**src/hw/rtl/cse_pkg.sv**
```systemverilog
package cse_pkg;

  // one raw string byte
  typedef struct packed {
    logic [7:0] in_byte;
    logic       in_last;
  } in_item_t;

  // one character of escaped text
  typedef struct packed {
    logic [6:0] out_char;
    logic       run_last;
  } out_item_t;

  // classified byte: up to four characters, last_idx is count minus one
  typedef struct packed {
    logic [1:0]      last_idx;
    logic [3:0][6:0] chars;
  } token_t;

  // token queue status seen by the front and the back
  typedef struct packed {
    logic full;
    logic empty;
  } q_stat_t;

  localparam logic [6:0] CharBslash = 7'h5C;
  localparam logic [6:0] CharX      = 7'h78;
  localparam logic [6:0] CharZero   = 7'h30;
  localparam logic [7:0] BytePrintLo = 8'h20;
  localparam logic [7:0] BytePrintHi = 8'h7E;

  localparam logic [1:0] LenOne  = 2'd0;
  localparam logic [1:0] LenTwo  = 2'd1;
  localparam logic [1:0] LenFour = 2'd3;

  // letter after the backslash for a simple escape, zero if none
  function automatic logic [6:0] simple_escape(input logic [7:0] b);
    logic [6:0] esc;
    unique case (b)
      8'h27:   esc = 7'h27;
      8'h22:   esc = 7'h22;
      8'h3F:   esc = 7'h3F;
      8'h5C:   esc = 7'h5C;
      8'h07:   esc = 7'h61;
      8'h08:   esc = 7'h62;
      8'h0C:   esc = 7'h66;
      8'h0A:   esc = 7'h6E;
      8'h0D:   esc = 7'h72;
      8'h09:   esc = 7'h74;
      8'h0B:   esc = 7'h76;
      default: esc = 7'h00;
    endcase
    return esc;
  endfunction

  // lower-case hex digit
  function automatic logic [6:0] hex_digit(input logic [3:0] v);
    logic [6:0] c;
    if (v < 4'd10) begin
      c = 7'h30 + {3'b000, v};
    end else begin
      c = 7'h57 + {3'b000, v};
    end
    return c;
  endfunction

endpackage

```
**src/hw/rtl/cse_front.sv**
```systemverilog
module cse_front (
  input  logic              clk_i,
  input  logic              rst_ni,
  input  logic              accept_i,
  input  cse_pkg::in_item_t item_i,
  input  logic              counted_mode_i,
  output logic              tok_push_o,
  output cse_pkg::token_t   tok_o,
  output logic              stopped_o
);
  import cse_pkg::*;

  logic       stopped_q, stopped_d;
  logic       is_nul;
  logic [6:0] esc;
  logic       emits;

  assign is_nul = (item_i.in_byte == 8'h00);
  assign esc    = simple_escape(item_i.in_byte);

  always_comb begin
    tok_o = '0;
    emits = 1'b1;
    if (is_nul) begin
      tok_o.last_idx = LenTwo;
      tok_o.chars[0] = CharBslash;
      tok_o.chars[1] = CharZero;
      emits          = counted_mode_i;
    end else if (esc != 7'h00) begin
      tok_o.last_idx = LenTwo;
      tok_o.chars[0] = CharBslash;
      tok_o.chars[1] = esc;
    end else if (item_i.in_byte >= BytePrintLo && item_i.in_byte <= BytePrintHi) begin
      tok_o.last_idx = LenOne;
      tok_o.chars[0] = item_i.in_byte[6:0];
    end else begin
      tok_o.last_idx = LenFour;
      tok_o.chars[0] = CharBslash;
      tok_o.chars[1] = CharX;
      tok_o.chars[2] = hex_digit(item_i.in_byte[7:4]);
      tok_o.chars[3] = hex_digit(item_i.in_byte[3:0]);
    end
  end

  assign tok_push_o = accept_i && !stopped_q && emits;
  assign stopped_o  = stopped_q;

  always_comb begin
    stopped_d = stopped_q;
    if (accept_i) begin
      if (item_i.in_last) begin
        stopped_d = 1'b0;
      end else if (!stopped_q && is_nul && !counted_mode_i) begin
        stopped_d = 1'b1;
      end
    end
  end

  always_ff @(posedge clk_i or negedge rst_ni) begin
    if (!rst_ni) begin
      stopped_q <= 1'b0;
    end else begin
      stopped_q <= stopped_d;
    end
  end

endmodule

```
**src/hw/rtl/cse_queue.sv**
```systemverilog
module cse_queue #(
  parameter int QDepth = 2
) (
  input  logic              clk_i,
  input  logic              rst_ni,
  input  logic              push_i,
  input  cse_pkg::token_t   tok_i,
  input  logic              pop_i,
  output cse_pkg::token_t   head_o,
  output cse_pkg::q_stat_t  stat_o
);
  import cse_pkg::*;

  localparam int PtrW = (QDepth > 1) ? $clog2(QDepth) : 1;
  localparam int CntW = $clog2(QDepth + 1);

  token_t            slots_q [QDepth];
  logic [PtrW-1:0]   wr_ptr_q, wr_ptr_d;
  logic [PtrW-1:0]   rd_ptr_q, rd_ptr_d;
  logic [CntW-1:0]   cnt_q, cnt_d;
  logic              do_push, do_pop;

  assign stat_o.full  = (cnt_q == CntW'(QDepth));
  assign stat_o.empty = (cnt_q == '0);
  assign do_push      = push_i && !stat_o.full;
  assign do_pop       = pop_i && !stat_o.empty;
  assign head_o       = slots_q[rd_ptr_q];

  always_comb begin
    wr_ptr_d = wr_ptr_q;
    rd_ptr_d = rd_ptr_q;
    cnt_d    = cnt_q;
    if (do_push) begin
      wr_ptr_d = (wr_ptr_q == PtrW'(QDepth - 1)) ? '0 : wr_ptr_q + 1'b1;
    end
    if (do_pop) begin
      rd_ptr_d = (rd_ptr_q == PtrW'(QDepth - 1)) ? '0 : rd_ptr_q + 1'b1;
    end
    if (do_push && !do_pop) begin
      cnt_d = cnt_q + 1'b1;
    end else if (do_pop && !do_push) begin
      cnt_d = cnt_q - 1'b1;
    end
  end

  always_ff @(posedge clk_i or negedge rst_ni) begin
    if (!rst_ni) begin
      wr_ptr_q <= '0;
      rd_ptr_q <= '0;
      cnt_q    <= '0;
    end else begin
      wr_ptr_q <= wr_ptr_d;
      rd_ptr_q <= rd_ptr_d;
      cnt_q    <= cnt_d;
    end
  end

  always_ff @(posedge clk_i) begin
    if (do_push) begin
      slots_q[wr_ptr_q] <= tok_i;
    end
  end

endmodule

```
**src/hw/rtl/cse_back.sv**
```systemverilog
module cse_back (
  input  logic               clk_i,
  input  logic               rst_ni,
  input  cse_pkg::token_t    head_i,
  input  cse_pkg::q_stat_t   q_stat_i,
  output logic               q_pop_o,
  output logic               out_valid_o,
  output cse_pkg::out_item_t out_item_o,
  input  logic               out_take_i
);
  import cse_pkg::*;

  logic [1:0] idx_q, idx_d;
  logic       out_valid_q, out_valid_d;
  out_item_t  out_q;
  logic       load;
  logic       at_end;

  // refill the output register from a waiting token whenever it is free or being drained
  assign load    = !q_stat_i.empty && (!out_valid_q || out_take_i);
  assign at_end  = (idx_q == head_i.last_idx);
  assign q_pop_o = load && at_end;

  always_comb begin
    idx_d       = idx_q;
    out_valid_d = out_valid_q;
    if (out_take_i) begin
      out_valid_d = 1'b0;
    end
    if (load) begin
      out_valid_d = 1'b1;
      idx_d       = at_end ? 2'd0 : idx_q + 2'd1;
    end
  end

  always_ff @(posedge clk_i or negedge rst_ni) begin
    if (!rst_ni) begin
      idx_q       <= 2'd0;
      out_valid_q <= 1'b0;
    end else begin
      idx_q       <= idx_d;
      out_valid_q <= out_valid_d;
    end
  end

  always_ff @(posedge clk_i) begin
    if (load) begin
      out_q.out_char <= head_i.chars[idx_q];
      out_q.run_last <= at_end;
    end
  end

  assign out_valid_o = out_valid_q;
  assign out_item_o  = out_q;

`ifndef NO_ASSERTIONS
  a_refill_idle_out : assert property (@(posedge clk_i) disable iff (!rst_ni)
    !q_stat_i.empty && !out_valid_q |=> out_valid_q)
    else $error("output register not refilled from a waiting token");
  a_idx_bounded : assert property (@(posedge clk_i) disable iff (!rst_ni)
    !q_stat_i.empty |-> idx_q <= head_i.last_idx)
    else $error("character index ran past the token length");
`endif

endmodule

```
**src/hw/rtl/c_string_escaper_core.sv**
```systemverilog
// c string escaper core
// turns a stream of raw string bytes into the text of a c string literal
// input channel: push / full, one beat is an in_item_t (byte plus last flag);
//   a beat is taken on a clock edge with push high and full low
// result channel: empty / pop, one beat is an out_item_t (one ascii char plus
//   run_last on the final char of a byte); the oldest char shows while empty
//   is low and leaves on an edge with pop high
// config channel: cfg_valid_i / cfg_ready_o, cfg_data_i is counted_mode;
//   ready is always high, write only while the block is idle
// path: byte tokens wait in a QDepth-deep token queue ahead of the output register
// throughput: the back end sends one char per cycle while pop stays high,
//   and a byte yields one, two or four chars (printable, simple escape or
//   counted nul, hex escape); a byte that yields nothing costs no back-end
//   time; the front classifies one byte per cycle while the queue is not full
// reset: queue and output register empty, counted_mode cleared, the string
//   is armed (not stopped)
// stall: when pop stays low the output register holds, the back end stops,
//   the queue fills and then full rises to hold off the sender
module c_string_escaper_core #(
  parameter int QDepth = 2
) (
  input  logic               clk_i,
  input  logic               rst_ni,
  input  logic               push,
  output logic               full,
  input  cse_pkg::in_item_t  in_item_i,
  output logic               empty,
  input  logic               pop,
  output cse_pkg::out_item_t out_item_o,
  input  logic               cfg_valid_i,
  output logic               cfg_ready_o,
  input  logic               cfg_data_i
);
  import cse_pkg::*;

  logic     counted_mode_q;
  logic     in_accept;
  logic     tok_push;
  token_t   tok;
  token_t   head;
  q_stat_t  q_stat;
  logic     q_pop;
  logic     out_valid;
  logic     stopped;

  // config register, taken on every valid beat
  assign cfg_ready_o = 1'b1;

  always_ff @(posedge clk_i or negedge rst_ni) begin
    if (!rst_ni) begin
      counted_mode_q <= 1'b0;
    end else if (cfg_valid_i && cfg_ready_o) begin
      counted_mode_q <= cfg_data_i;
    end
  end

  // front end stalls only on a full token queue
  assign full      = q_stat.full;
  assign in_accept = push && !full;

  cse_front u_front (
    .clk_i          (clk_i),
    .rst_ni         (rst_ni),
    .accept_i       (in_accept),
    .item_i         (in_item_i),
    .counted_mode_i (counted_mode_q),
    .tok_push_o     (tok_push),
    .tok_o          (tok),
    .stopped_o      (stopped)
  );

  // decouples classification from character output
  cse_queue #(
    .QDepth (QDepth)
  ) u_queue (
    .clk_i  (clk_i),
    .rst_ni (rst_ni),
    .push_i (tok_push),
    .tok_i  (tok),
    .pop_i  (q_pop),
    .head_o (head),
    .stat_o (q_stat)
  );

  // serializes one token into characters through the output register
  cse_back u_back (
    .clk_i       (clk_i),
    .rst_ni      (rst_ni),
    .head_i      (head),
    .q_stat_i    (q_stat),
    .q_pop_o     (q_pop),
    .out_valid_o (out_valid),
    .out_item_o  (out_item_o),
    .out_take_i  (pop)
  );

  assign empty = !out_valid;

`ifndef NO_ASSERTIONS
  a_no_push_full : assert property (@(posedge clk_i) disable iff (!rst_ni)
    tok_push |-> !q_stat.full)
    else $error("token pushed into a full queue");
  a_stopped_drops : assert property (@(posedge clk_i) disable iff (!rst_ni)
    in_accept && stopped |-> !tok_push)
    else $error("byte after string end produced output");
  a_stop_on_nul : assert property (@(posedge clk_i) disable iff (!rst_ni)
    in_accept && !stopped && !counted_mode_q && !in_item_i.in_last &&
    in_item_i.in_byte == 8'h00 |=> stopped)
    else $error("terminating nul did not stop the string");
`endif

endmodule

```
**config.mk**
```make
export PLATFORM = sky130hd
export DESIGN_NAME = c_string_escaper_core
export DESIGN_NICKNAME = d
export VERILOG_FILES = /design/src/hw/rtl/cse_pkg.sv /design/src/hw/rtl/cse_front.sv /design/src/hw/rtl/cse_queue.sv /design/src/hw/rtl/cse_back.sv /design/src/hw/rtl/c_string_escaper_core.sv
export SDC_FILE = /design/constraint.sdc
export NUM_CORES = 1
export LEC_CHECK = 0
export BUFFER_PORTS_ARGS = -buffer_cell sky130_fd_sc_hd__buf_2
export CAP_MARGIN = 20
export CELL_PAD_IN_SITES_DETAIL_PLACEMENT = 1
export CELL_PAD_IN_SITES_GLOBAL_PLACEMENT = 1
export CORE_MARGIN = 2
export CORE_UTILIZATION = 40
export CTS_CLUSTER_SIZE = 20
export DETAILED_ROUTE_END_ITERATION = 8
export GPL_TIMING_DRIVEN = 0
export PLACE_DENSITY_LB_ADDON = 0.1
export SYNTH_ARGS = -nofsm -noshare
export SYNTH_HDL_FRONTEND = slang
export SYNTH_SLANG_ARGS = --single-unit
```
**constraint.sdc**
```tcl
create_clock -name clk_i -period 12.31 [get_ports clk_i]
set_input_delay 1.231 -clock clk_i [delete_from_list [all_inputs] [get_ports clk_i]]
set_output_delay 1.231 -clock clk_i [all_outputs]
set_load 0.1 [all_outputs]
```
# --- Word-level counts from Yosys, hierarchy flattened ---
# Memory sizes are Yosys's and may differ from the RTL's.
# Cells that the tools add are included.
totals:
  mem_count: 1
  output_inout_bits: 11
  in_bits: 15
  ram_bits: 60
  elab_cells: 90
  ff_bits: 17
op_classes:
  muxes: 26
  n_eq_ne: 13
  order_cmp: 5
  add_sub_neg: 9
  reduce_logical: 27
mem_list:
  columns: ["name", "words", "word_bits", "read_ports", "rd_ports_with_merged_regs", "wr", "line", "source"]
  rows:
  - ["u_queue.slots_q", 2, 30, 1, 0, 1, "cse_queue.sv:17", "token_t slots_q [QDepth];"]
op_table:
  columns: ["cell", "count"]
  rows:
  - ["7-bit case mux with 11 select lines", 1]
  - ["14-bit 2-to-1 mux", 4]
  - ["8-bit by 4-bit == test with 1-bit output, second input constant", 6]
  - ["7-bit 2-to-1 mux", 4]
  - ["8-bit by 6-bit == test with 1-bit output, second input constant", 3]
  - ["21-bit 2-to-1 mux", 1]
  - ["6-bit by 4-bit adder with 7-bit output, first input constant", 2]
  - ["7-bit by 4-bit adder with 7-bit output, first input constant", 2]
  - ["7-bit binary-select mux with 2-bit select", 1]
  - ["1-bit logical AND", 12]
  - ["2-bit 2-to-1 mux", 6]
  - ["1-bit 2-to-1 mux", 9]
  - ["8-bit by 3-bit == test with 1-bit output, second input constant", 1]
  - ["8-bit by 7-bit == test with 1-bit output, second input constant", 1]
  - ["8-bit by 6-bit greater-or-equal comparator with 1-bit output, second input constant", 1]
  - ["8-bit by 7-bit <= comparator with 1-bit output, second input constant", 1]
  - ["8-bit zero test", 1]
  - ["4-bit < comparator, second input constant", 2]
  - ["1-bit zero test", 7]
  - ["7-bit nonzero test", 1]
  - ["2-bit nonzero test", 3]
  - ["2-bit by 1-bit adder with 2-bit output, second input constant", 2]
  - ["2-bit by 3-bit < comparator with 1-bit output, second input constant", 1]
  - ["1-bit adder, second input constant", 2]
  - ["6 further kinds", 6]

# --- Logic depth before layout (Yosys ltp) ---
logic_depth:
  depth_word: 10
  ltp_mapped: 9
  depth_no_buf: 9

# --- By module ---
# From an unflattened synthesis, not the netlist that was laid out.
hier_totals:
  hier_cells: 276
  hier_area_um2: 4068.9
by_module_without_submodules:
  columns: ["mod", "area_per_inst_um2", "instances", "seq_area_each_um2", "cells_per_inst"]
  rows:
  - ["cse_queue", 2481.1, 1, 1901.8, 112]
  - ["cse_front", 912.1, 1, 25.0, 121]
  - ["cse_back", 614.3, 1, 315.3, 37]
  - ["c_string_escaper_core", 61.3, 1, 25.0, 6]

# --- Least setup slack after synthesis ---
# Ideal clock, no wire load.
synth_timing:
  path_type: "input to register"
  startpoint: "in in_item_i[5] (netlist name)"
  endpoint: "mem u_queue.slots_q[0][0] (netlist name) (enable)"
  required_ps: 11817
  setup_ps: 493
  setup_slack_ps: 7107
  stages: 5
  arrival_ps: 4710
  cell_sequence: "inv_1 ha_1 nand4bb_1 nor4_1 nor4_1"
synth_via:
  elab_chain_len: 6
synth_lines:
  columns: ["element", "line", "source"]
  rows:
  - ["start: declaration", "c_string_escaper_core.sv:26", "input cse_pkg::in_item_t in_item_i,"]
  - ["8-bit zero test", "cse_front.sv:18", "assign is_nul = (item_i.in_byte == 8'h00);"]
  - ["1-bit 2-to-1 mux", "cse_front.sv:24", "if (is_nul) begin"]
  - ["1-bit logical AND", "cse_front.sv:45", "assign tok_push_o = accept_i && !stopped_q && emits;"]
  - ["1-bit logical AND", "cse_queue.sv:25", "assign do_push = push_i && !stat_o.full;"]
  - ["1-bit 2-to-1 mux", "cse_queue.sv:59", "if (do_push) begin"]
  - ["1-bit 2-to-1 mux (not written as such)", "cse_queue.sv:60", "slots_q[wr_ptr_q] <= tok_i;"]
  - ["end: declaration", "cse_queue.sv:17", null]
# Every way passes these cells.

# --- Final worst setup path ---
layout_timing:
  startpoint: "in in_item_i[2] (netlist name)"
  endpoint: "mem u_queue.slots_q[0][15] (netlist name) (enable)"
# The elaborated chain is that of the path after synthesis.

==> flow_summary.json <==
{
  "run_status": "completed",
  "share_clk_of_total_power_pct": 19.5,
  "ios": 26,
  "dp.final_hpwl_um": 5670,
  "n_antenna_cell": 0,
  "setup_viol_count_final": 0,
  "max_freq_ghz": 0.290,
  "timing.critical_path.slowest_stage_cell": "sky130_fd_sc_hd__nor4_2",
  "hold_viol_final": 0,
  "route.antenna.remaining_nets": 0,
  "cts.clk_slew.worst_paths_ns": 0.08,
  "fin_nets": 306,
  "detailroute.via_count": 2125,
  "intPower_w": 0.000601,
  "fp.dieArea_sq_um": 10000,
  "grt_start_max_net_pins": 31,
  "cts.sinks": 77,
  "ctsLongestPathBuffers": 2,
  "final.setup.worst_slack_ns": 8.86,
  "routed-wl-met3_um": 166,
  "m1_wl_um": 3660,
  "wirelength_um": 7690,
  "cp_data_arrival_time_ns": 3.48,
  "critical_path.startpoint_type": "input pin",
  "tritoncts": "yes",
  "detail_route.wl_per_cell_um": 19.4,
  "postSynth.topFlopCell": "sky130_fd_sc_hd__edfxtp_1",
  "met2WireLength_um": 3800,
  "ys_types": 52,
  "slew_violations": 0,
  "cts_repair_resize_count": 0,
  "fin_worst_hold_slack_ns": 0.502,
  "timing.critical_path.fanout_max": 9,
  "routed.top_layer": "met4",
  "htree_levels": 3,
  "antenna_found_initial": 0,
  "synthArstFlopShare_pct": 11.7,
  "max_slew.worst_pin.slew_ns": 0.893,
  "critical-path-max-stage-delay_ns": 0.76,
  "floorplan.initialDensity_pct": 40.5,
  "cts_buffers": 9,
  "finalPower_w": 0.000968,
  "seq_area_frac_synth_pct": 61.4,
  "number_of_flops_mapped_to_enable_cells_by_yosys": 68,
  "placement_rows": 35,
  "power.share.combinational_pct": 39.7,
  "reg2regPathDepth": 4,
  "area_growth_pct": 13.4,
  "cts_post_setup_buffers_inserted": 0,
  "postSynthAreaPerCell_sq_um": 15.2,
  "ir_drop_mv": 0.0803,
  "root_cell_of_the_clock_tree": "sky130_fd_sc_hd__clkbuf_8",
  "crit_type": "input pin to register",
  "powerDensity_nw_per_um2": 231,
  "rsz0062_at_grt": "no",
  "design.core.area_sq_um": 9110,
  "syn_area_sq_um": 3690,
  "grt_util_all_layers_pct": 16.7,
  "timing.critical_path.mode_cell": "sky130_fd_sc_hd__buf_4",
  "fin_tns_setup_ns": 0,
  "hold_path.class": "register to register",
  "endpoint_kind": "register",
  "gr-total-overflow": 0,
  "synthesis.nets": 268,
  "share_of_layout_cells_above_drive_strength_1_pct": 30.4,
  "die_x_um": 100,
  "dpl.cell_count": 381,
  "crit_path_cell_trace": "buf_2, inv_1, ha_1, nand4bb_1, nor4_1, nor4_2, buf_4, buf_4",
  "net-switching-power_w": 0.000367,
  "fp.dieH_um": 100,
  "stdcell_count": 397,
  "post_cts_hold_buffer_count": 0,
  "route.detailed.vias_per_inst": 5.35,
  "finClkSkew_ns": 0.0104,
  "portBuffers": 24,
  "data_required_critical_path_ns": 12.34,
  "leakagePower_nw": 1.57,
  "dr.first_iter.drc_count": 79,
  "p_sw_share_pct": 37.9,
  "drc": 0,
  "yosys_register_bits": 77,
  "clk-insertion-delay-late_ns": 0.33,
  "pwr-share-seq_pct": 40.8,
  "hold_path_depth": 2,
  "timing.max_cap.violations": 0,
  "post_synth_inst_count": 243,
  "grt_first_pass_wirelength_um": 12400,
  "period_minus_slack_ns": 3.45,
  "dp_worst_setup_slack_ns": 8.49,
  "slew_headroom_pct": 40.0,
  "min_period_over_period_pct": 28.0,
  "first_global_vias": 2206,
  "detailedRoute.firstPassIterationCount": 4,
  "place_congestion": 0.780,
  "synthesis.yosys.warnings": 0
}
## worst paths after layout
path | from | endpoint | slack [ns]
worst max register to register | u_back.idx_q[0]$_DFFE_PN0P_ | u_back.out_item_o[1]$_DFFE_PP_ | 9.86
min in group asynchronous | rst_ni | u_back.out_valid_o$_DFFE_PN0P_ | 0.74
worst min-delay path | u_back.out_valid_o$_DFFE_PN0P_ | u_back.out_valid_o$_DFFE_PN0P_ | 0.50
worst min register to register | u_back.out_valid_o$_DFFE_PN0P_ | u_back.out_valid_o$_DFFE_PN0P_ | 0.50
max in group asynchronous | rst_ni | counted_mode_q$_DFFE_PN0P_ | 11.39
worst max-delay path | in_item_i[2] | u_queue.slots_q[0][15]$_DFFE_PP_ | 8.86
## flip-flops by register name, indices dropped and copies added (netlist names)
register            flops
u_front.stopped_o       1
u_queue.wr_ptr_q        1
u_queue.rd_ptr_q        1
u_queue.cnt_q           2
u_back.idx_q            2
u_back.out_valid_o      1
u_queue.slots_q        60
counted_mode_q          1
u_back.out_item_o       8
## per-stage QoR
stage / util, % / instance area [sq um]
finish: 46.0 / 4190
global route: 46.0 / 4190
CTS: 46.0 / 4190
detailed placement: 43.7 / 3980
global placement: 43.4 / 3950
floorplan: - / 3690
## logic make-up (layout without fill, tap and decap cells)
kind of cell             after synthesis  count (layout)  synth area share, %
multiplexers                          25              25                 11.8
buffers and inverters                 24              67                 3.08
flip-flops                            77              77                 61.4
AO/OA/AOI/OAI                         31              31                 7.12
AND/OR/NAND/NOR                       66              66                 10.9
other                                  1               1                0.102
XOR/XNOR                               9               9                 2.14
adder cells (fa/ha/maj)               10              10                 3.39
## worst max-delay path: cells and delay by family
kind | cells | cell delay, ns
adder cells (fa/ha/maj) | 1 | 0.29
buffers and inverters | 4 | 0.89
AND/OR/NAND/NOR | 3 | 1.05
## cells in the final DEF, fill, tap and decap left out, types with 3 or more instances in the layout
master                     synthesis  layout
sky130_fd_sc_hd__a31oi_1           3       3
sky130_fd_sc_hd__dfrtp_1           9       9
sky130_fd_sc_hd__clkbuf_1          3       5
sky130_fd_sc_hd__edfxtp_1         68      68
sky130_fd_sc_hd__buf_4             1       4
sky130_fd_sc_hd__nand2b_1          4       4
sky130_fd_sc_hd__mux2i_1           3       3
sky130_fd_sc_hd__nand3_1           5       5
sky130_fd_sc_hd__a21oi_1           6       6
sky130_fd_sc_hd__xor2_1            3       3
sky130_fd_sc_hd__nor3_1            5       5
sky130_fd_sc_hd__xnor2_1           6       6
sky130_fd_sc_hd__ha_1             10      10
sky130_fd_sc_hd__buf_2             4      28
sky130_fd_sc_hd__nand2_1          14      14
sky130_fd_sc_hd__mux2_2            8       8
sky130_fd_sc_hd__nor2_1           15      15
sky130_fd_sc_hd__o21ai_0           7       7
sky130_fd_sc_hd__clkbuf_8          0      10
sky130_fd_sc_hd__inv_1            14      14
sky130_fd_sc_hd__mux4_2           14      14
## power groups by stage
stage	registers (W)	logic [W]	clock network, W
after global placement	0.000403	0.000382	0
after detailed placement	0.000402	0.000391	0
after floorplan	0.000501	0.000207	0
final	0.000395	0.000384	0.000188
after CTS	0.000397	0.000393	0.000194
after global routing	0.000403	0.000412	0.000204
## cell usage after synthesis, drive strengths merged (2+ instances only)
cell      n  area [sq um]
clkbuf    3          11.3
nor4      2          12.5
buf       7          50.1
nor2b     3          21.3
or3       2          12.5
nand2b    4          25.0
a31oi     3          18.8
a21oi     6          30.0
ha       10           125
mux2      8          90.1
nor2     15          56.3
mux2i     3          30.0
inv      14          52.6
mux4     14           315
and2      2          12.5
dfrtp     9           225
xnor2     6          52.6
nand3     5          25.0
nand4     4          46.3
o21ai     7          35.0
a21o      2          15.0
edfxtp   68          2040
nand2    15          58.8
nor3      6          41.3
a211oi    3          27.5
nand4bb   2          22.5
xor2      3          26.3
## area by class of cell
type,count,area [sq um]
Fill cell,943,4920
Sequential cell,77,2270
Multi-Input combinational cell,142,1320
Clock buffer,14,195
Timing Repair Buffer,27,143
Tap cell,111,139
Buffer,10,61.3
Inverter,14,52.6
Clock inverter,2,11.3
## per-layer routing
layer,global-route usage [%],vias up
met5,0,-
met4,4.95,0
met3,2.30,6
met2,27.7,31
met1,23.2,1088
li1,-,1000
Power figures use the tool's default switching activity.
